===== config.mk =====
export PLATFORM = sky130hd
export DESIGN_NAME = identifier_string_hash_core
export DESIGN_NICKNAME = d
export VERILOG_FILES = /design/src/design/ish_pkg.sv /design/src/design/ish_datapath.sv /design/src/design/ish_ctrl.sv /design/src/design/identifier_string_hash_core.sv
export SDC_FILE = /design/constraint.sdc
export NUM_CORES = 1
export LEC_CHECK = 0
export BUFFER_PORTS_ARGS = -buffer_cell sky130_fd_sc_hd__buf_2
export CORE_UTILIZATION = 45
export CTS_CLUSTER_SIZE = 40
export DETAILED_ROUTE_END_ITERATION = 7
export GPL_TIMING_DRIVEN = 0
export PLACE_DENSITY_LB_ADDON = 0.3
export SYNTH_ARGS = -nofsm -noshare
export SYNTH_HDL_FRONTEND = slang
export SYNTH_SLANG_ARGS = --single-unit

===== constraint.sdc =====
create_clock -name i_clk -period 4.75 [get_ports i_clk]
set_input_delay 0.475 -clock i_clk [delete_from_list [all_inputs] [get_ports i_clk]]
set_output_delay 0.475 -clock i_clk [all_outputs]
set_load 0.01 [all_outputs]

===== src/design/ish_pkg.sv =====
// Package of the string hash block: widths, reset values and the command struct.
// Used by the controller, the datapath and the top level.
package ish_pkg;

    localparam int CodeW   = 21;
    localparam int AccW    = 32;
    localparam int ShW     = 4;
    localparam int SizeW   = 31;
    localparam int CntW    = 5;

    localparam logic [ShW-1:0]   ShiftInit    = 4'd5;
    localparam logic [AccW-1:0]  HashBias     = 32'h0000_0061;
    localparam logic [SizeW-1:0] SizeReset    = 31'd256;
    localparam logic [CodeW-1:0] UpperA       = 21'h41;
    localparam logic [CodeW-1:0] UpperZ       = 21'h5A;
    localparam logic [CodeW-1:0] CaseOffset   = 21'h20;

    // Register indexes of the configuration port.
    localparam logic CfgTableSize = 1'b0;
    localparam logic CfgCaseFold  = 1'b1;

    // Commands from the controller to the datapath.
    typedef struct packed {
        logic step;      // hash the accepted character
        logic start;     // latch the folded hash, restart the string
        logic div_step;  // one restoring division step
        logic load;      // move the remainder into the output register
    } t_ish_cmd;

endpackage


===== src/design/ish_datapath.sv =====
// Datapath of the string hash block: configuration, hash state, serial divider
// and output register. Depends on ish_pkg.
module ish_datapath import ish_pkg::*; (
    input  logic             i_clk,
    input  logic             i_rst_n,
    input  t_ish_cmd         i_cmd,
    input  logic [CodeW-1:0] i_char_code,
    input  logic             i_char_valid,
    input  logic             i_cfg_we,
    input  logic             i_cfg_index,
    input  logic [SizeW-1:0] i_cfg_data,
    output logic [SizeW-1:0] o_bucket_index
);

    logic [SizeW-1:0] r_table_size;
    logic             r_case_fold;
    logic [AccW-1:0]  r_acc, n_acc;
    logic [ShW-1:0]   r_shift, n_shift;
    logic [AccW-1:0]  r_dvd;
    logic [AccW-1:0]  r_rem;
    logic [SizeW-1:0] r_bucket;

    logic [CodeW-1:0] folded;
    logic [AccW-1:0]  diff;
    logic [AccW-1:0]  trial;
    logic [AccW-1:0]  divisor;

    always_comb begin
        folded = i_char_code;
        if (r_case_fold && i_char_code >= UpperA && i_char_code <= UpperZ) begin
            folded = i_char_code + CaseOffset;
        end
        diff    = {{(AccW-CodeW){1'b0}}, folded} - HashBias;
        n_acc   = r_acc;
        n_shift = r_shift;
        if (i_cmd.step && i_char_valid) begin
            n_acc   = r_acc ^ (diff << r_shift);
            n_shift = r_shift ^ diff[ShW-1:0];
        end
        divisor = {1'b0, r_table_size};
        trial   = {r_rem[AccW-2:0], r_dvd[AccW-1]};
    end

    always_ff @(posedge i_clk) begin
        if (!i_rst_n) begin
            r_table_size <= SizeReset;
            r_case_fold  <= 1'b0;
        end else if (i_cfg_we) begin
            unique case (i_cfg_index)
                CfgTableSize: r_table_size <= i_cfg_data;
                CfgCaseFold:  r_case_fold  <= i_cfg_data[0];
                default:      r_case_fold  <= r_case_fold;
            endcase
        end
    end

    always_ff @(posedge i_clk) begin
        if (!i_rst_n) begin
            r_acc   <= '0;
            r_shift <= ShiftInit;
        end else if (i_cmd.start) begin
            r_acc   <= '0;
            r_shift <= ShiftInit;
        end else begin
            r_acc   <= n_acc;
            r_shift <= n_shift;
        end
    end

    // Restoring divider, one quotient bit a cycle; only the remainder is kept.
    always_ff @(posedge i_clk) begin
        if (i_cmd.start) begin
            r_dvd <= n_acc ^ (n_acc >> 16);
            r_rem <= '0;
        end else if (i_cmd.div_step) begin
            r_dvd <= r_dvd << 1;
            r_rem <= (trial >= divisor) ? trial - divisor : trial;
        end
        if (i_cmd.load) begin
            r_bucket <= (r_table_size == '0) ? '0 : r_rem[SizeW-1:0];
        end
    end

    assign o_bucket_index = r_bucket;

endmodule


===== src/design/ish_ctrl.sv =====
// Controller of the string hash block: sequences hashing, division and output.
// Depends on ish_pkg.
module ish_ctrl import ish_pkg::*; (
    input  logic     i_clk,
    input  logic     i_rst_n,
    input  logic     i_valid,
    input  logic     i_last,
    input  logic     i_stall,
    output logic     o_stall,
    output logic     o_valid,
    output t_ish_cmd o_cmd
);

    localparam logic [1:0] StAccum = 2'd0;
    localparam logic [1:0] StDiv   = 2'd1;
    localparam logic [1:0] StDone  = 2'd2;

    logic [1:0]      r_state, n_state;
    logic [CntW-1:0] r_cnt;
    logic            r_out_valid;
    logic            accept;
    logic            out_free;

    assign accept   = i_valid && (r_state == StAccum);
    assign out_free = !r_out_valid || !i_stall;

    always_comb begin
        n_state        = r_state;
        o_cmd          = '0;
        o_cmd.step     = accept;
        o_cmd.start    = accept && i_last;
        unique case (r_state)
            StAccum: if (accept && i_last) begin
                n_state = StDiv;
            end
            StDiv: begin
                o_cmd.div_step = 1'b1;
                if (r_cnt == '1) begin
                    n_state = StDone;
                end
            end
            StDone: if (out_free) begin
                o_cmd.load = 1'b1;
                n_state    = StAccum;
            end
            default: n_state = StAccum;
        endcase
    end

    always_ff @(posedge i_clk) begin
        if (!i_rst_n) begin
            r_state     <= StAccum;
            r_cnt       <= '0;
            r_out_valid <= 1'b0;
        end else begin
            r_state <= n_state;
            r_cnt   <= (r_state == StDiv) ? r_cnt + 1'b1 : '0;
            if (o_cmd.load) begin
                r_out_valid <= 1'b1;
            end else if (!i_stall) begin
                r_out_valid <= 1'b0;
            end
        end
    end

    assign o_stall = (r_state != StAccum);
    assign o_valid = r_out_valid;

endmodule


===== src/design/identifier_string_hash_core.sv =====
// Top level of the identifier string hash block.
// Depends on ish_pkg, ish_ctrl and ish_datapath.
//
// Characters of a string arrive as words on the input channel (i_valid,
// o_stall), one code point per word with a char_valid flag and a last mark.
// While a string is being hashed one word is taken every cycle. A word with
// char_valid clear and last clear changes nothing; with last set it ends the
// string without adding a character, so an empty string gives bucket 0.
// When a word with last set is accepted, the folded hash goes to a serial
// restoring divider, one bit per cycle: the input is stalled through the 32
// division steps and the output load, and the bucket index appears on the
// output channel (o_valid, i_stall) with that load, which waits until the
// output register is free. The output register parts the two sides: hashing
// of the next string goes on while a finished bucket waits for the receiver.
// If the receiver still stalls when the next division completes, the block
// holds in its done state and keeps the input stalled until the older bucket
// has been taken. Configuration (table size, case folding) is to be written
// by the user through the plain write port only while the block is idle;
// the block leaves this unenforced. Synchronous reset sets the table size
// to 256, clears case folding, empties the output and restarts the hash.
module identifier_string_hash_core import ish_pkg::*; (
    input  logic             i_clk,
    input  logic             i_rst_n,
    input  logic             i_valid,
    output logic             o_stall,
    input  logic [CodeW-1:0] i_char_code,
    input  logic             i_char_valid,
    input  logic             i_last,
    output logic             o_valid,
    input  logic             i_stall,
    output logic [SizeW-1:0] o_bucket_index,
    input  logic             i_cfg_we,
    input  logic             i_cfg_index,
    input  logic [SizeW-1:0] i_cfg_data
);

    t_ish_cmd cmd;

    // The controller owns the handshakes and the division count.
    ish_ctrl u_ctrl (
        .i_clk   (i_clk),
        .i_rst_n (i_rst_n),
        .i_valid (i_valid),
        .i_last  (i_last),
        .i_stall (i_stall),
        .o_stall (o_stall),
        .o_valid (o_valid),
        .o_cmd   (cmd)
    );

    // The datapath holds the hash state, the divider and the result word.
    ish_datapath u_dp (
        .i_clk          (i_clk),
        .i_rst_n        (i_rst_n),
        .i_cmd          (cmd),
        .i_char_code    (i_char_code),
        .i_char_valid   (i_char_valid),
        .i_cfg_we       (i_cfg_we),
        .i_cfg_index    (i_cfg_index),
        .i_cfg_data     (i_cfg_data),
        .o_bucket_index (o_bucket_index)
    );

endmodule


Word-level counts from Yosys, hierarchy flattened
Index checks and enable logic that the tools add are counted.
{"block": "word_totals", "ff_bits": 170, "latchBits": 0, "ramBits": 0, "rom_bits": 0, "inputBits": 60, "output_inout_bits": 33, "n_memories": 0}
{"block": "op_classes", "add_sub_neg": 4, "mul": 0, "div_mod_pow": 0, "magnitude_cmp": 3, "n_eq_ne": 7, "n_shift": 1, "muxes": 14, "n_bitwise": 5, "reduce_logical": 17}
{"operator": "32-bit 2-to-1 mux", "n": 3}
{"operator": "32-bit by 31-bit >= comparator with 1-bit output", "n": 1}
{"operator": "32-bit by 4-bit left shift with 32-bit output", "n": 1}
{"operator": "32-bit by 16-bit XOR with 32-bit output", "n": 1}
{"operator": "32-bit XOR", "n": 1}
{"operator": "31-bit zero test", "n": 1}
{"operator": "31-bit 2-to-1 mux", "n": 1}
{"operator": "31-bit subtractor", "n": 1}
{"operator": "21-bit by 7-bit subtractor with 22-bit output, second input constant", "n": 1}
{"operator": "21-bit by 6-bit adder with 21-bit output, second input constant", "n": 1}
{"operator": "21-bit by 7-bit >= comparator with 1-bit output, second input constant", "n": 1}
{"operator": "21-bit by 7-bit less-or-equal comparator with 1-bit output, second input constant", "n": 1}
{"operator": "21-bit 2-to-1 mux", "n": 1}
{"operator": "2-bit 2-to-1 mux", "n": 3}
{"operator": "2-bit by 1-bit != test with 1-bit output, second input constant", "n": 3}
{"operator": "2-bit one-hot mux with 3 select lines", "n": 1}
{"operator": "2-bit AND reduction", "n": 3}
{"operator": "5-bit by 1-bit adder with 5-bit output, second input constant", "n": 1}
{"operator": "5-bit == test, second input constant", "n": 1}
{"operator": "1-bit logical AND", "n": 5}
{"operator": "1-bit 2-to-1 mux", "n": 5}
{"operator": "2-bit nonzero test", "n": 2}
{"operator": "4-bit XOR", "n": 1}
{"operator": "3-bit AND reduction", "n": 1}
{"operator": "other kinds (8)", "n": 10}

Depth between registers and ports, before layout
{"block": "depth", "word_depth": 10, "ltp_mapped": 18, "mapped_depth_nobuf": 15}

Cells and area by module
A second synthesis with hierarchy kept.
{"block": "unflattened", "cells_unflattened": 1324, "area_unflattened_um2": 11451.0}
{"mod": "ish_datapath", "n_inst": 1, "cells_per_inst": 1284, "area_each_um2": 11060.6, "seq_area_each_um2": 3873.7}
{"mod": "ish_ctrl", "n_inst": 1, "cells_per_inst": 40, "area_each_um2": 390.4, "seq_area_each_um2": 160.2}

Worst setup path after synthesis
OpenSTA, ideal clock, no wires.
{"block": "synth_timing", "path_kind": "input-to-reg", "startpoint": "input i_char_code[15]", "endpoint": "register u_dp.r_dvd[5] (data pin)", "setup_time_ns": 0.260, "arrival_ns": 3.794, "slack_ns": 0.696, "cell_stages": 14, "n_path_buf": 2, "cell_sequence": "or3_1 -> buf_6 -> a311o_1 -> o221a_1 -> buf_6 -> o22ai_1 -> a2111o_1 -> a21oi_1 -> or4_1 -> mux2_2 -> nand2_1 -> a21oi_2 -> xnor3_1 -> mux2_2"}
{"block": "synth_via", "elab_chain_cells": 10, "elab_cells_between_ends": 12, "cone_classes": "2 x add/sub; 2 x order compare; 1 x shift; 3 x mux; 2 x bitwise; 2 x reduce/logical"}
{"element": "from (decl)", "line_no": "identifier_string_hash_core.sv:26", "rtl": "input logic [CodeW-1:0] i_char_code,"}
{"element": "21-bit by 7-bit >= comparator with 1-bit output", "line_no": "ish_datapath.sv:30", "rtl": "if (r_case_fold && i_char_code >= UpperA && i_char_code <= UpperZ) begin"}
{"element": "1-bit logical AND (2 in series)", "line_no": "ish_datapath.sv:30"}
{"element": "21-bit 2-to-1 mux (*)", "line_no": "ish_datapath.sv:30"}
{"element": "21-bit by 7-bit subtractor with 22-bit output (*)", "line_no": "ish_datapath.sv:33", "rtl": "diff = {{(AccW-CodeW){1'b0}}, folded} - HashBias;"}
{"element": "32-bit by 4-bit left shift with 32-bit output (*)", "line_no": "ish_datapath.sv:37", "rtl": "n_acc = r_acc ^ (diff << r_shift);"}
{"element": "32-bit XOR (*)", "line_no": "ish_datapath.sv:37"}
{"element": "32-bit 2-to-1 mux (*)", "line_no": "ish_datapath.sv:36", "rtl": "if (i_cmd.step && i_char_valid) begin"}
{"element": "32-bit by 16-bit XOR with 32-bit output (*)", "line_no": "ish_datapath.sv:73", "rtl": "r_dvd <= n_acc ^ (n_acc >> 16);"}
{"element": "32-bit 2-to-1 mux (*)", "line_no": "ish_datapath.sv:72", "rtl": "if (i_cmd.start) begin"}
{"element": "to (signal assigned)", "line_no": "ish_datapath.sv:73"}
{"element": "to (signal assigned)", "line_no": "ish_datapath.sv:76", "rtl": "r_dvd <= r_dvd << 1;"}
{"element": "to (decl)", "line_no": "ish_datapath.sv:19", "rtl": "logic [AccW-1:0] r_dvd;"}
Mark *: on every way between the ends. The rest lies on a longest branch, timed or not.
A chain may end at the register's enable or synchronous reset.

Worst setup path in the final report
{"block": "layout_timing", "startpoint": "register u_dp.r_dvd[31]", "endpoint": "register u_dp.r_rem[16]"}
{"block": "layout_via", "elab_chain_cells": 2, "elab_cells_between_ends": 3, "cone_classes": "1 x add/sub; 1 x order compare; 1 x mux"}
{"element": "31-bit subtractor / 32-bit by 31-bit >= comparator with 1-bit output (equally long branches)", "line_no": "ish_datapath.sv:77", "rtl": "r_rem <= (trial >= divisor) ? trial - divisor : trial;"}
{"element": "31-bit 2-to-1 mux (*)", "line_no": "ish_datapath.sv:77"}
{"element": "to (signal assigned)", "line_no": "ish_datapath.sv:77"}
{"element": "to (decl)", "line_no": "ish_datapath.sv:20", "rtl": "logic [AccW-1:0] r_rem;"}
Marks and branches as above.

==> impl_metrics.yaml <==
outcome:
  status: "complete, no violations"
clock_network:
  cts_tree: "built"
  root_buffer: "clkbuf_16"
  holdBufCountCts: 0
  clock-sinks: 170
  cts-buffers-inserted: 17
  cts_buffer_depth: 2
  htreeDepth: 4
  insertion_delay_ps: 440
  clk_transition_reported_paths_ps: 70
global_routing:
  grt_max_degree: 34
  grt.overflow.total: 0
  antenna_found_initial: 1
  grt_pass1_wl_um: 45900
  grtUsageTotal: 0.243
  grt_pass1_vias: 8746
sta:
  clock.fmax_mhz: 227
  finClkSkew_ps: 11.7
  fin_crit_sh: 0.928
  period_needed_ps: 4410
  fin_ws_ps: 342
  slew_headroom: 0.467
  grt_setup_unrepaired: "false"
  finalSetupViolations: 0
  drv_slew: 0
  final-hold-violation-count: 0
  worst_slew_pin_slew_ps: 792
flow_run:
  cap_viol_max_count: 0
min_path:
  hp-class: "input pin to register"
  whs_path_depth: 3
setup_path:
  rrSetupSlack_ps: 340
  path_cells: "inv_1 -> ha_1 -> fa_1 -> nor2b_1 -> o21ai_0 -> a21boi_0 -> o21ai_0 -> a211oi_1 -> o21ai_0 -> or3_1 -> a21oi_1 -> or4_1 -> clkbuf_1 -> clkbuf_1 -> mux2i_1 -> o21ai_0"
  arrival_ps: 4710
  crit_start: "u_dp.r_dvd[31]$_DFFE_PP_"
  start_kind: "register"
  rr_endpoint: "u_dp.r_rem[16]$_SDFFE_PP0P_"
  cp_max_fo: 10
  end_kind: "register"
  crit_path_top_delay_cell: "clkbuf_1"
  criticalPathCategory: "register to register"
  crit_top_cell: "o21ai_0"
  critPathMaxStageDelay_ps: 580
  rr_worst_depth: 16
  required_ps: 5050
  r2r-start: "u_dp.r_dvd[31]$_DFFE_PP_"
  crit_path_end: "u_dp.r_rem[16]$_SDFFE_PP0P_"
floorplanning:
  initial_core_util: 0.458
  die_area_um2: 24400
  die_w_um: 156
  num_rows: 56
  io_pins: 93
  chipHeight_um: 156
  core-area_um2: 23400
placement:
  gp_congestion: 0.953
  dpl.hpwl_um: 22400
  placed_area_um2: 11600
  place_ws_ps: -261
  io_buffers: 92
power:
  swShare: 0.384
  finalPower_mw: 5.77
  p_switching_mw: 2.21
  clkPwrFrac: 0.224
  combPwrFrac: 0.450
  power.density_nw_per_um2: 474
  cellInternalPower_mw: 3.56
  vdd_drop_max_v: 0.000241
  seq_power_share: 0.326
  leakage_nw: 4.82
drt:
  vias_per_cell: 5.57
  vias: 9372
  wl_per_cell_um: 17.0
  dr.first_iter.drc_count: 660
  drtAntennaViolNets: 0
  drt-pass1-iter-count: 5
  drc: 0
  wl_um: 28600
cells_and_area:
  fin_util: 0.520
  drive_gt1_frac: 0.129
  antennaDiodeCount: 0
  n_fill_cell: 2287
  layout_common_cells: "nand2_1 (189), dfxtp_1 (107), nor2_1 (94)"
  design_area_um2: 12200
  area.growth.synth_to_final_pct: 13.6
  final_common_cell: "nand2_1"
  nNetsFinal: 1451
synth:
  synth_edf_count: 63
  synth.distinct_cells: 84
  yosysWarnings: 0
  async_flop_share: 0
  syn_avg_cell_area_um2: 8.65
  synth_area_leaders: "dfxtp_1 (20%), edfxtp_1 (18%), nand2_1 (6.6%)"
  synth_seq_cells: 170
  yosysTopAreaCellShare: 0.200
  synthFlopType: "dfxtp_1"
  synthCells: 1239
  synth_top_area_cell: "dfxtp_1"
  synth_nets: 1339
  syn_area_um2: 10700
  ys_seq_area_frac: 0.377
## repair_timing
item / CTS / global route
setup buffers: 0 / 0
cloned: 0 / 0
gates resized for setup: 1 / 2
endpoints found under the setup margin: 9 / 15
## cells in the mapped netlist (9+ instances only)
cell type,instances
o211ai_1,17
edfxtp_1,63
or3_1,10
dfxtp_1,107
inv_1,57
and3_1,12
xor2_1,31
nor3_1,23
a21boi_0,36
o21a_1,11
nor2b_1,38
o21ai_0,82
nand2_1,189
a21o_1,24
clkbuf_1,53
nand3_1,26
a21oi_1,56
nor2_1,94
mux2i_1,46
ha_1,39
nand4_1,9
nor4_1,12
xnor2_1,47
## through the flow
stage          setup TNS (ps)  hold slack, ps  std cells
3_3_place_gp            -1190             435       1650
5_1_grt                     0             278       1682
4_1_cts                     0             270       1681
2_1_floorplan               0             418       1239
3_5_place_dp            -1480             446       1651
6_report                    0             280       1682
## registers in the layout, indices dropped and copies added, names as in the netlist, 2 cells and up
signal	cells
u_dp.r_rem	31
u_dp.o_bucket_index	31
u_dp.r_table_size	31
u_dp.r_shift	4
u_ctrl.r_state	2
u_dp.r_dvd	32
u_dp.r_acc	32
u_ctrl.r_cnt	5
## power groups by stage
stage	clock (mW)	combinational, mW	sequential [mW]
global placement	0	2.55	1.90
finish	1.29	2.59	1.88
CTS	1.32	2.58	1.88
global route	1.38	2.90	1.90
detailed placement	0	2.59	1.91
floorplan	0	2.05	1.86
## area by class of cell
class	count	area, um^2	area share
Buffer	62	251	0.0207
Clock buffer	17	425	0.0350
Clock inverter	14	110	0.00905
Inverter	58	218	0.0179
Multi-Input combinational cell	948	6220	0.511
Sequential cell	170	4030	0.331
Tap cell	319	399	0.0328
Timing Repair Buffer	94	508	0.0417
## logic make-up (layout without fill, tap and decap cells)
kind of cell    Yosys count  count (layout)  synth area share
compound gates          318             318             0.202
xor+xnor                 82              82            0.0717
fa+ha+maj                40              40            0.0474
buf+inv                 121             245            0.0439
flops                   170             170             0.377
mux                      59              59            0.0619
simple gates            449             449             0.197
## critical path: cells and delay by family, from the launching register on
family                   cells  cell delay, ps
AO/OA/AOI/OAI                7            1640
multiplexers                 1             250
AND/OR/NAND/NOR              3             650
buffers and inverters        3             760
flip-flops                   1             350
adder cells (fa/ha/maj)      2             640
## routing by layer
layer	wire, um	track usage	vias up	share of wire
met4	501	0.0710	2	0.018
met5	9	0	-	0.00031
met2	14100	0.420	268	0.49
met3	1440	0.0426	38	0.050
li1	-	-	4614	-
met1	12600	0.309	4450	0.44
## how the worst min path moves through the flow
stage | startpoint | end | slack, ps
final | i_cfg_data[20] | u_dp.r_table_size[20]$_SDFFE_PN0P_ | 280
after global routing | i_cfg_data[10] | u_dp.r_table_size[10]$_SDFFE_PN0P_ | 280
after CTS | i_cfg_data[20] | u_dp.r_table_size[20]$_SDFFE_PN0P_ | 270
after detailed placement | u_ctrl.r_cnt[0]$_SDFF_PN0_ | u_ctrl.r_cnt[0]$_SDFF_PN0_ | 450
after global placement | u_ctrl.r_cnt[0]$_SDFF_PN0_ | u_ctrl.r_cnt[0]$_SDFF_PN0_ | 440
after floorplan | u_ctrl.r_cnt[0]$_SDFF_PN0_ | u_ctrl.r_cnt[0]$_SDFF_PN0_ | 420
Note: power is estimated with default switching activity, not from simulation.
